### config.mk
export PLATFORM = sky130hd
export DESIGN_NAME = sbx_ctrl
export DESIGN_NICKNAME = d
export VERILOG_FILES = /design/src/sbx_pkg.sv /design/src/sbx_ctrl.sv
export SDC_FILE = /design/constraint.sdc
export NUM_CORES = 1
export LEC_CHECK = 0
export ABC_AREA = 1
export BUFFER_PORTS_ARGS = -buffer_cell sky130_fd_sc_hd__buf_2
export CAP_MARGIN = 20
export CORE_AREA = 2 2 39 41
export DETAILED_ROUTE_END_ITERATION = 16
export DIE_AREA = 0 0 41 43
export PLACE_DENSITY_LB_ADDON = 0.1
export SETUP_SLACK_MARGIN = 0.3
export SLEW_MARGIN = 20
export SYNTH_ARGS = -nofsm -noshare
export SYNTH_HDL_FRONTEND = slang
export SYNTH_SLANG_ARGS = --single-unit
export TNS_END_PERCENT = 5
### constraint.sdc
create_clock -name clk -period 1.1 [get_ports clk]
set_input_delay 0.165 -clock clk [delete_from_list [all_inputs] [get_ports clk]]
set_output_delay 0.165 -clock clk [all_outputs]
set_load 0.01 [all_outputs]
### src/sbx_pkg.sv
// ----------------------------------------------------------------------------
// sbx_pkg
// Shared constants, opcodes, status codes and controller/datapath types for
// the stack bytecode execute core.
// ----------------------------------------------------------------------------
package sbx_pkg;

  localparam int STACK_DEPTH = 256;
  localparam int LOCAL_COUNT = 256;
  localparam int PC_BITS     = 16;
  localparam int DATA_W      = 32;
  localparam int STK_AW      = $clog2(STACK_DEPTH);
  localparam int CNT_W       = $clog2(STACK_DEPTH + 1);
  localparam int LOC_AW      = (LOCAL_COUNT > 1) ? $clog2(LOCAL_COUNT) : 1;
  localparam int DIV_CNT_W   = $clog2(DATA_W + 1);

  localparam logic [4:0] OP_NOP    = 5'd0;
  localparam logic [4:0] OP_POP    = 5'd1;
  localparam logic [4:0] OP_DUP    = 5'd2;
  localparam logic [4:0] OP_SWAP   = 5'd3;
  localparam logic [4:0] OP_ADD    = 5'd4;
  localparam logic [4:0] OP_SUB    = 5'd5;
  localparam logic [4:0] OP_DIV    = 5'd6;
  localparam logic [4:0] OP_REM    = 5'd7;
  localparam logic [4:0] OP_MUL    = 5'd8;
  localparam logic [4:0] OP_AND    = 5'd9;
  localparam logic [4:0] OP_OR     = 5'd10;
  localparam logic [4:0] OP_XOR    = 5'd11;
  localparam logic [4:0] OP_SHL    = 5'd12;
  localparam logic [4:0] OP_SHR    = 5'd13;
  localparam logic [4:0] OP_BIPUSH = 5'd14;
  localparam logic [4:0] OP_ILDC   = 5'd15;
  localparam logic [4:0] OP_NULL   = 5'd16;
  localparam logic [4:0] OP_VLOAD  = 5'd17;
  localparam logic [4:0] OP_VSTORE = 5'd18;
  localparam logic [4:0] OP_IFEQ   = 5'd19;
  localparam logic [4:0] OP_IFNE   = 5'd20;
  localparam logic [4:0] OP_IFLT   = 5'd21;
  localparam logic [4:0] OP_IFGE   = 5'd22;
  localparam logic [4:0] OP_IFGT   = 5'd23;
  localparam logic [4:0] OP_IFLE   = 5'd24;
  localparam logic [4:0] OP_GOTO   = 5'd25;
  localparam logic [4:0] OP_ASSERT = 5'd26;
  localparam logic [4:0] OP_RETURN = 5'd27;

  localparam logic [2:0] ST_OK     = 3'd0;
  localparam logic [2:0] ST_DIV0   = 3'd1;
  localparam logic [2:0] ST_DIVOVF = 3'd2;
  localparam logic [2:0] ST_SHIFT  = 3'd3;
  localparam logic [2:0] ST_ASSERT = 3'd4;
  localparam logic [2:0] ST_UNDER  = 3'd5;
  localparam logic [2:0] ST_OVER   = 3'd6;
  localparam logic [2:0] ST_HALT   = 3'd7;

  typedef struct packed {
    logic load;
    logic commit;
    logic sel_div;
    logic div_start;
    logic div_step;
    logic wr2;
  } sbx_cmd_t;

  typedef struct packed {
    logic need_div;
    logic need_wr2;
    logic div_last;
    logic out_free;
  } sbx_sts_t;

  function automatic logic [1:0] pop_need(input logic [4:0] op);
    case (op)
      OP_POP, OP_DUP, OP_VSTORE, OP_RETURN: pop_need = 2'd1;
      OP_SWAP, OP_ADD, OP_SUB, OP_DIV, OP_REM, OP_MUL, OP_AND, OP_OR, OP_XOR,
      OP_SHL, OP_SHR, OP_IFEQ, OP_IFNE, OP_IFLT, OP_IFGE, OP_IFGT, OP_IFLE,
      OP_ASSERT: pop_need = 2'd2;
      default: pop_need = 2'd0;
    endcase
  endfunction

  function automatic logic [1:0] push_give(input logic [4:0] op);
    case (op)
      OP_DUP, OP_SWAP: push_give = 2'd2;
      OP_ADD, OP_SUB, OP_DIV, OP_REM, OP_MUL, OP_AND, OP_OR, OP_XOR, OP_SHL,
      OP_SHR, OP_BIPUSH, OP_ILDC, OP_NULL, OP_VLOAD: push_give = 2'd1;
      default: push_give = 2'd0;
    endcase
  endfunction

endpackage

### src/sbx_ctrl.sv
// ----------------------------------------------------------------------------
// sbx_ctrl
// Sequencer for one instruction: fetch operands, execute or divide, commit,
// and a second stack write for swap.
module sbx_ctrl
  import sbx_pkg::*;
(
  input  logic     clk,
  input  logic     rst_n,
  input  logic     in_valid,
  output logic     in_stall,
  input  sbx_sts_t sts,
  output sbx_cmd_t cmd
);

  typedef enum logic [5:0] {
    S_IDLE = 6'b000001,
    S_READ = 6'b000010,
    S_EXEC = 6'b000100,
    S_DIV  = 6'b001000,
    S_FIN  = 6'b010000,
    S_WR2  = 6'b100000
  } state_t;

  state_t state_r, state_nxt;

  assign in_stall = (state_r != S_IDLE);

  always_comb begin
    state_nxt = state_r;
    cmd       = '0;
    case (state_r)
      S_IDLE: begin
        if (in_valid) begin
          cmd.load  = 1'b1;
          state_nxt = S_READ;
        end
      end
      S_READ: state_nxt = S_EXEC;
      S_EXEC: begin
        if (sts.need_div) begin
          cmd.div_start = 1'b1;
          state_nxt     = S_DIV;
        end else if (sts.out_free) begin
          cmd.commit = 1'b1;
          state_nxt  = sts.need_wr2 ? S_WR2 : S_IDLE;
        end
      end
      S_DIV: begin
        cmd.div_step = 1'b1;
        if (sts.div_last) begin
          state_nxt = S_FIN;
        end
      end
      S_FIN: begin
        cmd.sel_div = 1'b1;
        if (sts.out_free) begin
          cmd.commit = 1'b1;
          state_nxt  = S_IDLE;
        end
      end
      S_WR2: begin
        cmd.wr2   = 1'b1;
        state_nxt = S_IDLE;
      end
      default: state_nxt = S_IDLE;
    endcase
  end

  always_ff @(posedge clk) begin
    if (!rst_n) begin
      state_r <= S_IDLE;
    end else begin
      state_r <= state_nxt;
    end
  end

endmodule

* After elaboration in Yosys (flattened, before gate mapping) *
Cells that the tools add are included.

operators by class
  eq/ne operators = 11
  mux-type cells = 17
  reductions and logical operators = 1

operators by type and width
  operator                                                         number
  6-bit two-way mux                                                6
  6-bit case mux with 5 select lines                               1
  1-bit two-way mux                                                9
  6-bit by 1-bit == test with 1-bit output, second input constant  1
  6-bit by 2-bit == test with 1-bit output, second input constant  1
  6-bit by 3-bit == test with 1-bit output, second input constant  1
  6-bit by 4-bit == test with 1-bit output, second input constant  1
  6-bit by 5-bit == test with 1-bit output, second input constant  1
  6-bit == test, second input constant                             1
  2-bit != test, second input constant                             3
  6-bit by 1-bit != test with 1-bit output, second input constant  1
  4-bit AND reduction                                              1
  3-bit != test, second input constant                             1
  1-bit case mux with 2 select lines                               1

storage, ports and cells
  register bits after elaboration = 6

* Longest topological paths before layout *
Gate-level depths: netlist of run 1.

  depth in word-level cells = 4
  gate-level depth with buffers = 8

* Least setup slack after synthesis of run 1 *
Ideal clock, no wire load.

  kind = reg2out
  from = reg state_r[2]
  to = out cmd[4] in the netlist's numbering
  arrival = 1.038 ns
  required time = 0.935 ns
  path slack = -0.103 ns
  stages on the path, launching flop included = 6
  path buffers = 0
  cells stage by stage = dfxtp_1 -> nor2_1 -> nand2_1 -> nor3_2 -> nor2_1 -> nor2_1

RTL lines
  element                 RTL line        source
  start, declared         sbx_ctrl.sv:25  state_t state_r, state_nxt;
  start signal, assigned  sbx_ctrl.sv:74  state_r <= state_nxt;
  end, declared           sbx_ctrl.sv:13  output sbx_cmd_t cmd

==> results of run 1 <==
critical path, delay by kind of cell, from the launching register on:
| kind | cells | cell delay (ns) |
|---|---|---|
| buf+inv | 1 | 0.12 |
| flops | 1 | 0.33 |
| simple gates | 5 | 0.56 |
worst max-delay path by stage:
| stage | depth (start not counted) | slack, ns | startpoint | endpoint |
|---|---|---|---|---|
| 2_1_floorplan | 5 | -0.06 | state_r[0] | cmd[4] |
| 3_3_place_gp | 6 | -0.11 | state_r[0] | cmd[4] |
| 3_5_place_dp | 6 | -0.11 | state_r[2] | cmd[4] |
| 4_1_cts | 7 | -0.34 | state_r[2] | cmd[4] |
| 5_1_grt | 7 | -0.40 | state_r[2] | cmd[4] |
| 6_report | 6 | -0.32 | state_r[0] | cmd[4] |
cell families (layout without fill, tap and decap cells):
kind of cell	count (synthesis)	after routing	synth area share, %
and+or+nand+nor	38	38	51.7
buffers and inverters	15	41	14.5
DFF	6	6	29.0
AOI/OAI and AO/OA	4	4	4.83
final cells by class:
| cell class | count | share of cell area [%] |
|---|---|---|
| well taps | 16 | 3.01 |
| multi-input cells | 42 | 41.4 |
| flip-flops and latches | 6 | 19.6 |
| clock buffers | 3 | 3.39 |
| inverters | 14 | 7.91 |
| repair buffers | 24 | 24.7 |
placed cells by master, fill, tap and decap left out:
master and count:
o21ai_1 1, nand3_1 2, nand2_1 8, and2_4 1, clkbuf_4 3, inv_1 11
nor2_4 5, nor3_4 1, nand2_2 2, buf_2 11, nor2_2 5, buf_4 10
nand4_1 4, dfxtp_2 5, dfxtp_4 1, nand3_2 2, nand4_2 1, inv_2 3
buf_6 3, a21oi_1 3, nor3_2 1, nor2_1 6
through the flow:
step	worst slack, ns	instance area, um^2	total power (uW)	util [%]	instances
2_1_floorplan	-0.0562	425	320	-	63
5_1_grt	-0.402	664	659	48.0	105
4_1_cts	-0.341	632	615	45.7	105
3_5_place_dp	-0.106	586	391	42.3	102
3_3_place_gp	-0.115	586	390	42.3	102
6_report	-0.324	664	619	48.0	105
power breakdown:
part	internal, uW	total, uW	switching [uW]	leakage, uW
combinational	77.2	166	88.6	0.000270
clock	124	216	91.5	0.0000138
sequential	227	238	10.9	0.0000513
total	428	619	191	0.000335
what timing repair did:
action	CTS	global route
resized for setup	11	8
pin swaps	1	1
endpoints found under the setup margin	13	13
gates cloned	0	0
layer usage:
metal	vias up	GRT usage (%)	routed length (um)
li1	251	-	-
met1	209	19.5	438
met2	19	17.5	477
met3	2	3.14	61
met4	0	12.0	27
met5	-	0	0
==> impl_metrics.env, run 1 <==
export IMPL_status="finished, violations left"
export IMPL_violations="setup timing"
export IMPL_cts_tree="built"
export IMPL_gr_total_overflow=0
export IMPL_top_register="state_r"
export IMPL_synth_top_cell_by_area="dfxtp_1"
export IMPL_reg2reg_from="state_r[0]"
export IMPL_ys_ff_latch=6
export IMPL_firstDrtPassIters=4
export IMPL_slowest_delay_ns=0.33
export IMPL_ant_nets=0
export IMPL_slew_headroom_pct=87.0
export IMPL_min_path_type="input port to flop"
export IMPL_core_area_um2=1380
export IMPL_final_seq_area_um2=130
export IMPL_route_detailed_drc=0
export IMPL_worstPathRequired_ns=0.94
export IMPL_startpoint_type="flop"
export IMPL_yosys_area_top_type_share_pct=29.0
export IMPL_cp_end_kind="output port"
export IMPL_synth_most_common_cell="inv_1"
export IMPL_start_util_pct=29.9
export IMPL_hold_depth=2
export IMPL_hold_start="rst_n"
export IMPL_arrival_ns=1.26
export IMPL_hold_viol=0
export IMPL_nFillCells=137
export IMPL_cts_sinks=6
export IMPL_dieArea_um2=1760
export IMPL_cts_setup_buffers=0
export IMPL_synth_edff_count=0
export IMPL_tightest_slew_ns=0.195
export IMPL_ys_flop_type="dfxtp_1"
export IMPL_synthDistinctLibCells=17
export IMPL_syn_inst=63
export IMPL_grt_max_degree=5
export IMPL_syn_to_final_growth_pct=60.4
export IMPL_antennaDiodeCount=0
export IMPL_ys_warn_count=0
export IMPL_largest_reg_flops=6
export IMPL_die_height_um=43
export IMPL_port_buffers=13
export IMPL_num_rows=14
export IMPL_synth_area_leaders="dfxtp_1 29%, inv_1 10%, nand2_1 9.1%"
export IMPL_worst_r2r_path_depth=7
export IMPL_grt_pass1_vias=411
export IMPL_insertion_delay_ns=0.25
export IMPL_path_cells="nor2_4, nand2_2, nor3_4, nor2_1, nor2_2, buf_2"
export IMPL_fin_worst_skew_ns=0.000697
export IMPL_grt_usage_pct=14.1
export IMPL_synthTopCellsByCount="11 x inv_1, 10 x nand2_1, 10 x nor2_1, 6 x dfxtp_1, 4 x nand4_1"
export IMPL_cts_buffers=3
export IMPL_fin_tns_setup_ns=-1.73
export IMPL_drive_above_1_share_pct=60.7
export IMPL_h_tree_depth=1
export IMPL_min_period_ns=1.42
export IMPL_r2r_end="state_r[0]"
export IMPL_slew_viol_final=0
export IMPL_maxCapViolations=0
export IMPL_yosysSeqAreaShare_pct=29.0
export IMPL_antenna_found_initial=0
export IMPL_setup_slack_ns=-0.324
export IMPL_finalCritPeriodShare_pct=129
export IMPL_p_per_area_nw_per_um2=932
export IMPL_grt_setup_unrepaired="yes"
export IMPL_reg_top3="state_r x6"
export IMPL_post_dp_hpwl_um=837
export IMPL_max_freq_ghz=0.702
export IMPL_syn_nets=70
export IMPL_critical_path_slowest_cell="dfxtp_2"
export IMPL_hold_slack_ns=0.140
export IMPL_setup_viol=11
export IMPL_root_buffer="clkbuf_4"
export IMPL_p_leak_uw=0.000335
export IMPL_gp_congestion=0.769
export IMPL_async_flop_share_pct=0
export IMPL_synth_avg_cell_area_um2=6.57
export IMPL_fin_nets=98
export IMPL_ctsHoldBuffers=0
export IMPL_pin_count=14
export IMPL_reg2reg_slack_ns=-0.05
export IMPL_cts_buffer_depth=2
export IMPL_criticalPathCategory="flop to output port"
export IMPL_path_max_fanout=4
export IMPL_clk_pin_slew_worst_paths_ns=0.05
export IMPL_finalWirelength_um=1010
export IMPL_synth_cell_area_um2=414
export IMPL_drt_iter0_markers=6
export IMPL_routedWlPerCell_um=9.57
export IMPL_die_x_um=41
export IMPL_hold_end="state_r[0]"
export IMPL_grt_pass1_wl_um=1610
export IMPL_ir_drop_uv=438
export IMPL_vias_per_cell=4.58
export IMPL_multiInputGateArea_um2=275
export IMPL_vias=481
Note: power is estimated with default switching activity, not from simulation.
==> inputs of run 2 (changes only) <==
--- a/config.mk
+++ b/config.mk
@@ -17,4 +17,3 @@
 export SYNTH_ARGS = -nofsm -noshare
 export SYNTH_HDL_FRONTEND = slang
 export SYNTH_SLANG_ARGS = --single-unit
-export TNS_END_PERCENT = 5
==> impl_metrics.env, run 2 (synthesized netlist as in run 1, its figures left out) <==
export IMPL_die_height_um=43
export IMPL_hold_start="rst_n"
export IMPL_cts_buffer_depth=2
export IMPL_core_area_um2=1380
export IMPL_path_buf_inv=4
export IMPL_fin_nets=110
export IMPL_ant_nets=0
export IMPL_grt_pass1_wl_um=1910
export IMPL_setup_slack_ns=-0.336
export IMPL_path_cells="nor2_4, buf_4, buf_6, nand3_2, inv_2, buf_2"
export IMPL_ir_drop_uv=586
export IMPL_top_register="state_r"
export IMPL_dpl_cell_area_um2=627
export IMPL_nFillCells=137
export IMPL_grt_pass1_vias=504
export IMPL_drt_iter0_markers=5
export IMPL_cts_sinks=6
export IMPL_gp_congestion=0.727
export IMPL_min_period_ns=1.44
export IMPL_num_rows=14
export IMPL_criticalPathCategory="flop to output port"
export IMPL_cts_tree="built"
export IMPL_antenna_found_initial=0
export IMPL_slew_viol_final=0
export IMPL_finalWirelength_um=1270
export IMPL_tightest_slew_ns=0.222
export IMPL_slew_headroom_pct=85.2
export IMPL_root_buffer="clkbuf_4"
export IMPL_gr_total_overflow=0
export IMPL_port_buffers=13
export IMPL_p_seq_share_pct=36.2
export IMPL_final_cell_mix="16 x buf_4, 11 x buf_2, 10 x inv_1"
export IMPL_status="finished, violations left"
export IMPL_final_cells=117
export IMPL_fin_worst_skew_ns=0.000418
export IMPL_grt_max_degree=5
export IMPL_finalCritPeriodShare_pct=131
export IMPL_hold_viol=0
export IMPL_reg2reg_from="state_r[3]"
export IMPL_firstDrtPassIters=3
export IMPL_combPwrFrac_pct=32.3
export IMPL_die_x_um=41
export IMPL_worstPathRequired_ns=0.94
export IMPL_p_sw_uw=201
export IMPL_met2_usage_pct=27.8
export IMPL_route_detailed_drc=0
export IMPL_cp_end_kind="output port"
export IMPL_stdcell_area_um2=821
export IMPL_vias=528
export IMPL_antennaDiodeCount=0
export IMPL_internal_power_uw=453
export IMPL_final_seq_area_um2=133
export IMPL_cp_startpoint="state_r[0]"
export IMPL_cts_buffers=3
export IMPL_maxCapViolations=0
export IMPL_p_sw_share_pct=30.8
export IMPL_syn_to_final_growth_pct=98.2
export IMPL_hold_slack_ns=0.127
export IMPL_start_util_pct=29.9
export IMPL_crit_cells=6
export IMPL_place_inst=103
export IMPL_dieArea_um2=1760
export IMPL_post_dp_hpwl_um=879
export IMPL_largest_reg_flops=6
export IMPL_grt_busiest_layer="met2"
export IMPL_min_path_type="input port to flop"
export IMPL_final_common_cell="buf_4"
export IMPL_grt_setup_unrepaired="yes"
export IMPL_pre_cts_ws_ns=-0.110
export IMPL_grt_util_met1_pct=16.2
export IMPL_setup_viol=13
export IMPL_path_max_fanout=4
export IMPL_fin_tns_setup_ns=-2.93
export IMPL_clk_pin_slew_worst_paths_ns=0.04
export IMPL_p_per_area_nw_per_um2=797
export IMPL_startpoint_type="flop"
export IMPL_pin_count=14
export IMPL_p_leak_uw=0.000397
export IMPL_h_tree_depth=1
export IMPL_reg_top3="state_r x6"
export IMPL_slowest_delay_ns=0.33
export IMPL_arrival_ns=1.27
export IMPL_hold_depth=2
export IMPL_use_met3_pct=4.71
export IMPL_ctsHoldBuffers=0
export IMPL_p_clk_share_pct=31.4
export IMPL_critical_path_slowest_cell="dfxtp_2"
export IMPL_drive_above_1_share_pct=68.3
export IMPL_max_freq_ghz=0.696
export IMPL_routedWlPerCell_um=10.9
export IMPL_crit_family="buffers and inverters"
export IMPL_multiInputGateArea_um2=317
export IMPL_worst_r2r_path_depth=9
export IMPL_vias_per_cell=4.51
export IMPL_violations="setup timing"
export IMPL_grt_usage_pct=17.0
export IMPL_insertion_delay_ns=0.25
run 2: what timing repair did:
item	CTS	global route
gates cloned	0	0
setup buffers	5	6
pin swaps	4	6
endpoints found under the setup margin	13	13
gates resized for setup	7	13
run 2: area by class of cell:
type,instances,share of cell area (%)
clock buffer,3,2.74
inverter,14,6.40
multi-input combinational,42,38.6
sequential,6,16.2
tap,16,2.44
timing repair buffer,36,33.7
run 2: power by group through the flow:
stage          registers, uW  logic (uW)  clock network, uW
4_1_cts                  239         174                216
6_report                 237         211                206
5_1_grt                  237         228                226
2_1_floorplan            243        98.8                  0
3_5_place_dp             244         159                  0
3_3_place_gp             244         162                  0
run 2: metal layers:
| metal | vias up | routed length, um |
|---|---|---|
| li1 | 273 | - |
| met4 | 0 | 39 |
| met5 | - | 0 |
| met3 | 6 | 60 |
| met1 | 237 | 483 |
| met2 | 12 | 688 |
run 2: worst register-to-register path, cell delays in order (launching register included):
cell,delay (ns)
dfxtp_4,0.37
nor2_4,0.05
buf_4,0.13
buf_4,0.13
buf_4,0.12
nand4_1,0.11
nand2_1,0.08
nor2_2,0.13
nand2_1,0.07
a21oi_1,0.11
run 2: path summary, 6_finish.rpt:
kind | slack (ns) | to
setup / recovery | -0.34 | cmd[1]
hold / removal | 0.13 | state_r[0]
setup reg to reg | -0.27 | state_r[4]
hold reg to reg | 0.59 | state_r[2]
run 2: stage by stage:
stage	utilization (%)	total power [uW]
2_1_floorplan	-	342
3_3_place_gp	45.3	405
3_5_place_dp	45.3	403
4_1_cts	52.0	628
5_1_grt	59.3	692
6_report	59.3	654
==> inputs of run 3 (changes only) <==
--- a/config.mk
+++ b/config.mk
@@ -8,9 +8,9 @@
 export ABC_AREA = 1
 export BUFFER_PORTS_ARGS = -buffer_cell sky130_fd_sc_hd__buf_2
 export CAP_MARGIN = 20
-export CORE_AREA = 2 2 39 41
+export CORE_MARGIN = 2
+export CORE_UTILIZATION = 23
 export DETAILED_ROUTE_END_ITERATION = 16
-export DIE_AREA = 0 0 41 43
 export PLACE_DENSITY_LB_ADDON = 0.1
 export SETUP_SLACK_MARGIN = 0.3
 export SLEW_MARGIN = 20
==> constraint.sdc (replaced) <==
create_clock -name clk -period 1.1 [get_ports clk]
set_input_delay 0.165 -clock clk [delete_from_list [all_inputs] [get_ports clk]]
set_output_delay 0.165 -clock clk [all_outputs]
set_load 0.1 [all_outputs]
==> impl_metrics.env, run 3 (synthesized netlist as in run 1, its figures left out) <==
export IMPL_die_x_um=46.4
export IMPL_grt_pass1_wl_um=1990
export IMPL_top_register="state_r"
export IMPL_p_leak_uw=0.000455
export IMPL_setup_viol=12
export IMPL_ctsHoldBuffers=0
export IMPL_worstPathRequired_ns=0.94
export IMPL_finalWirelength_um=1370
export IMPL_p_per_area_nw_per_um2=863
export IMPL_largest_reg_flops=6
export IMPL_ant_nets=0
export IMPL_fin_tns_setup_ns=-3.59
export IMPL_reg_top3="state_r x6"
export IMPL_syn_to_final_growth_pct=138
export IMPL_cts_tree="built"
export IMPL_pin_count=14
export IMPL_final_common_cell="buf_4"
export IMPL_internal_power_uw=541
export IMPL_slew_headroom_pct=85.1
export IMPL_p_sw_uw=310
export IMPL_finalCritPeriodShare_pct=138
export IMPL_clk_pin_slew_worst_paths_ns=0.05
export IMPL_h_tree_depth=1
export IMPL_gr_total_overflow=0
export IMPL_vias_per_cell=4.05
export IMPL_cts_buffer_depth=2
export IMPL_drt_iter0_markers=6
export IMPL_status="finished, violations left"
export IMPL_path_max_fanout=4
export IMPL_hold_viol=0
export IMPL_antennaDiodeCount=0
export IMPL_route_detailed_drc=0
export IMPL_gp_congestion=0.764
export IMPL_grt_setup_unrepaired="yes"
export IMPL_insertion_delay_ns=0.24
export IMPL_design_power_total_uw=851
export IMPL_arrival_ns=1.35
export IMPL_port_buffers=13
export IMPL_root_buffer="clkbuf_4"
export IMPL_fin_nets=115
export IMPL_min_period_ns=1.52
export IMPL_p_seq_share_pct=27.5
export IMPL_vias=531
export IMPL_cts_sinks=6
export IMPL_p_sw_share_pct=36.4
export IMPL_grt_pass1_vias=520
export IMPL_max_freq_ghz=0.658
export IMPL_combPwrFrac_pct=48.0
export IMPL_maxCapViolations=0
export IMPL_grt_usage_pct=12.9
export IMPL_violations="setup timing"
export IMPL_criticalPathCategory="flop to output port"
export IMPL_routedWlPerCell_um=10.5
export IMPL_p_clk_share_pct=24.5
export IMPL_die_height_um=46.4
export IMPL_min_path_type="input port to flop"
export IMPL_setup_slack_ns=-0.419
export IMPL_num_rows=15
export IMPL_start_util_pct=24.2
export IMPL_firstDrtPassIters=3
export IMPL_drive_above_1_share_pct=69.8
export IMPL_tightest_slew_ns=0.223
export IMPL_antenna_found_initial=0
export IMPL_grt_max_degree=5
export IMPL_cts_buffers=3
export IMPL_cp_end_kind="output port"
export IMPL_post_dp_hpwl_um=864
export IMPL_dieArea_um2=2160
export IMPL_slew_viol_final=0
export IMPL_nFillCells=164
export IMPL_final_cell_mix="22 x buf_4, 11 x inv_1, 9 x nor2_4"
export IMPL_ir_drop_uv=732
export IMPL_fin_worst_skew_ns=0.000251
export IMPL_startpoint_type="flop"
export IMPL_core_area_um2=1710
-- run 3: changes by cell type in the layout (fill, tap and decap cells not counted), sizes merged --
cell	change
buf	+5
-- run 3: metrics by stage --
stage	hold slack (ns)	std cells	setup WS, ns	utilization (%)	area (um^2)
3_5_place_dp	0.382	115	-0.227	46.3	791
6_report	0.136	131	-0.419	57.7	986
2_1_floorplan	0.249	63	-1.09	-	484
5_1_grt	0.149	131	-0.486	57.7	986
4_1_cts	0.133	128	-0.431	54.7	933
3_3_place_gp	0.380	115	-0.199	46.3	791
-- run 3: worst paths after layout --
path | start | endpoint | slack (ns) | cells after the start
worst max-delay path | state_r[1] | cmd[4] | -0.42 | 6
worst min register to register | state_r[3] | state_r[2] | 0.63 | 3
worst max register to register | state_r[3] | state_r[4] | -0.32 | 9
worst min-delay path | rst_n | state_r[0] | 0.14 | 2
-- run 3: final cells by class --
class / count / area [um^2] / share of cell area (%)
clock buffers: 3 / 22.5 / 2.28
inverters: 14 / 60.1 / 6.09
multi-input cells: 42 / 328 / 33.2
well taps: 25 / 31.3 / 3.17
repair buffers: 41 / 412 / 41.8
flip-flops and latches: 6 / 133 / 13.5
-- run 3: worst max-delay path: stages (launching register included) --
cell	delay [ns]
dfxtp_2	0.33
nor2_4	0.18
nand2_4	0.08
nor3_4	0.18
nor2_2	0.07
nor2_4	0.10
buf_12	0.18
-- run 3: metal layers --
layer  vias up  global-route usage, %  wire length (um)
met4         0                   5.71                 5
met3         2                   2.35                36
met1       236                   15.9               589
met2         9                   21.7               738
li1        284                      -                 -
met5         -                      0                 0
-- run 3: power groups by stage --
stage / clock [uW] / sequential, uW / combinational [uW]
2_1_floorplan: 0 / 242 / 179
3_3_place_gp: 0 / 242 / 321
3_5_place_dp: 0 / 242 / 319
4_1_cts: 213 / 236 / 385
5_1_grt: 222 / 235 / 431
6_report: 208 / 234 / 409
-- run 3: timing repair --
item                       CTS  global route
resized for setup           13            10
gates cloned                 0             0
pin swaps                   11             9
setup endpoints to repair   13            13
setup buffers               10             3
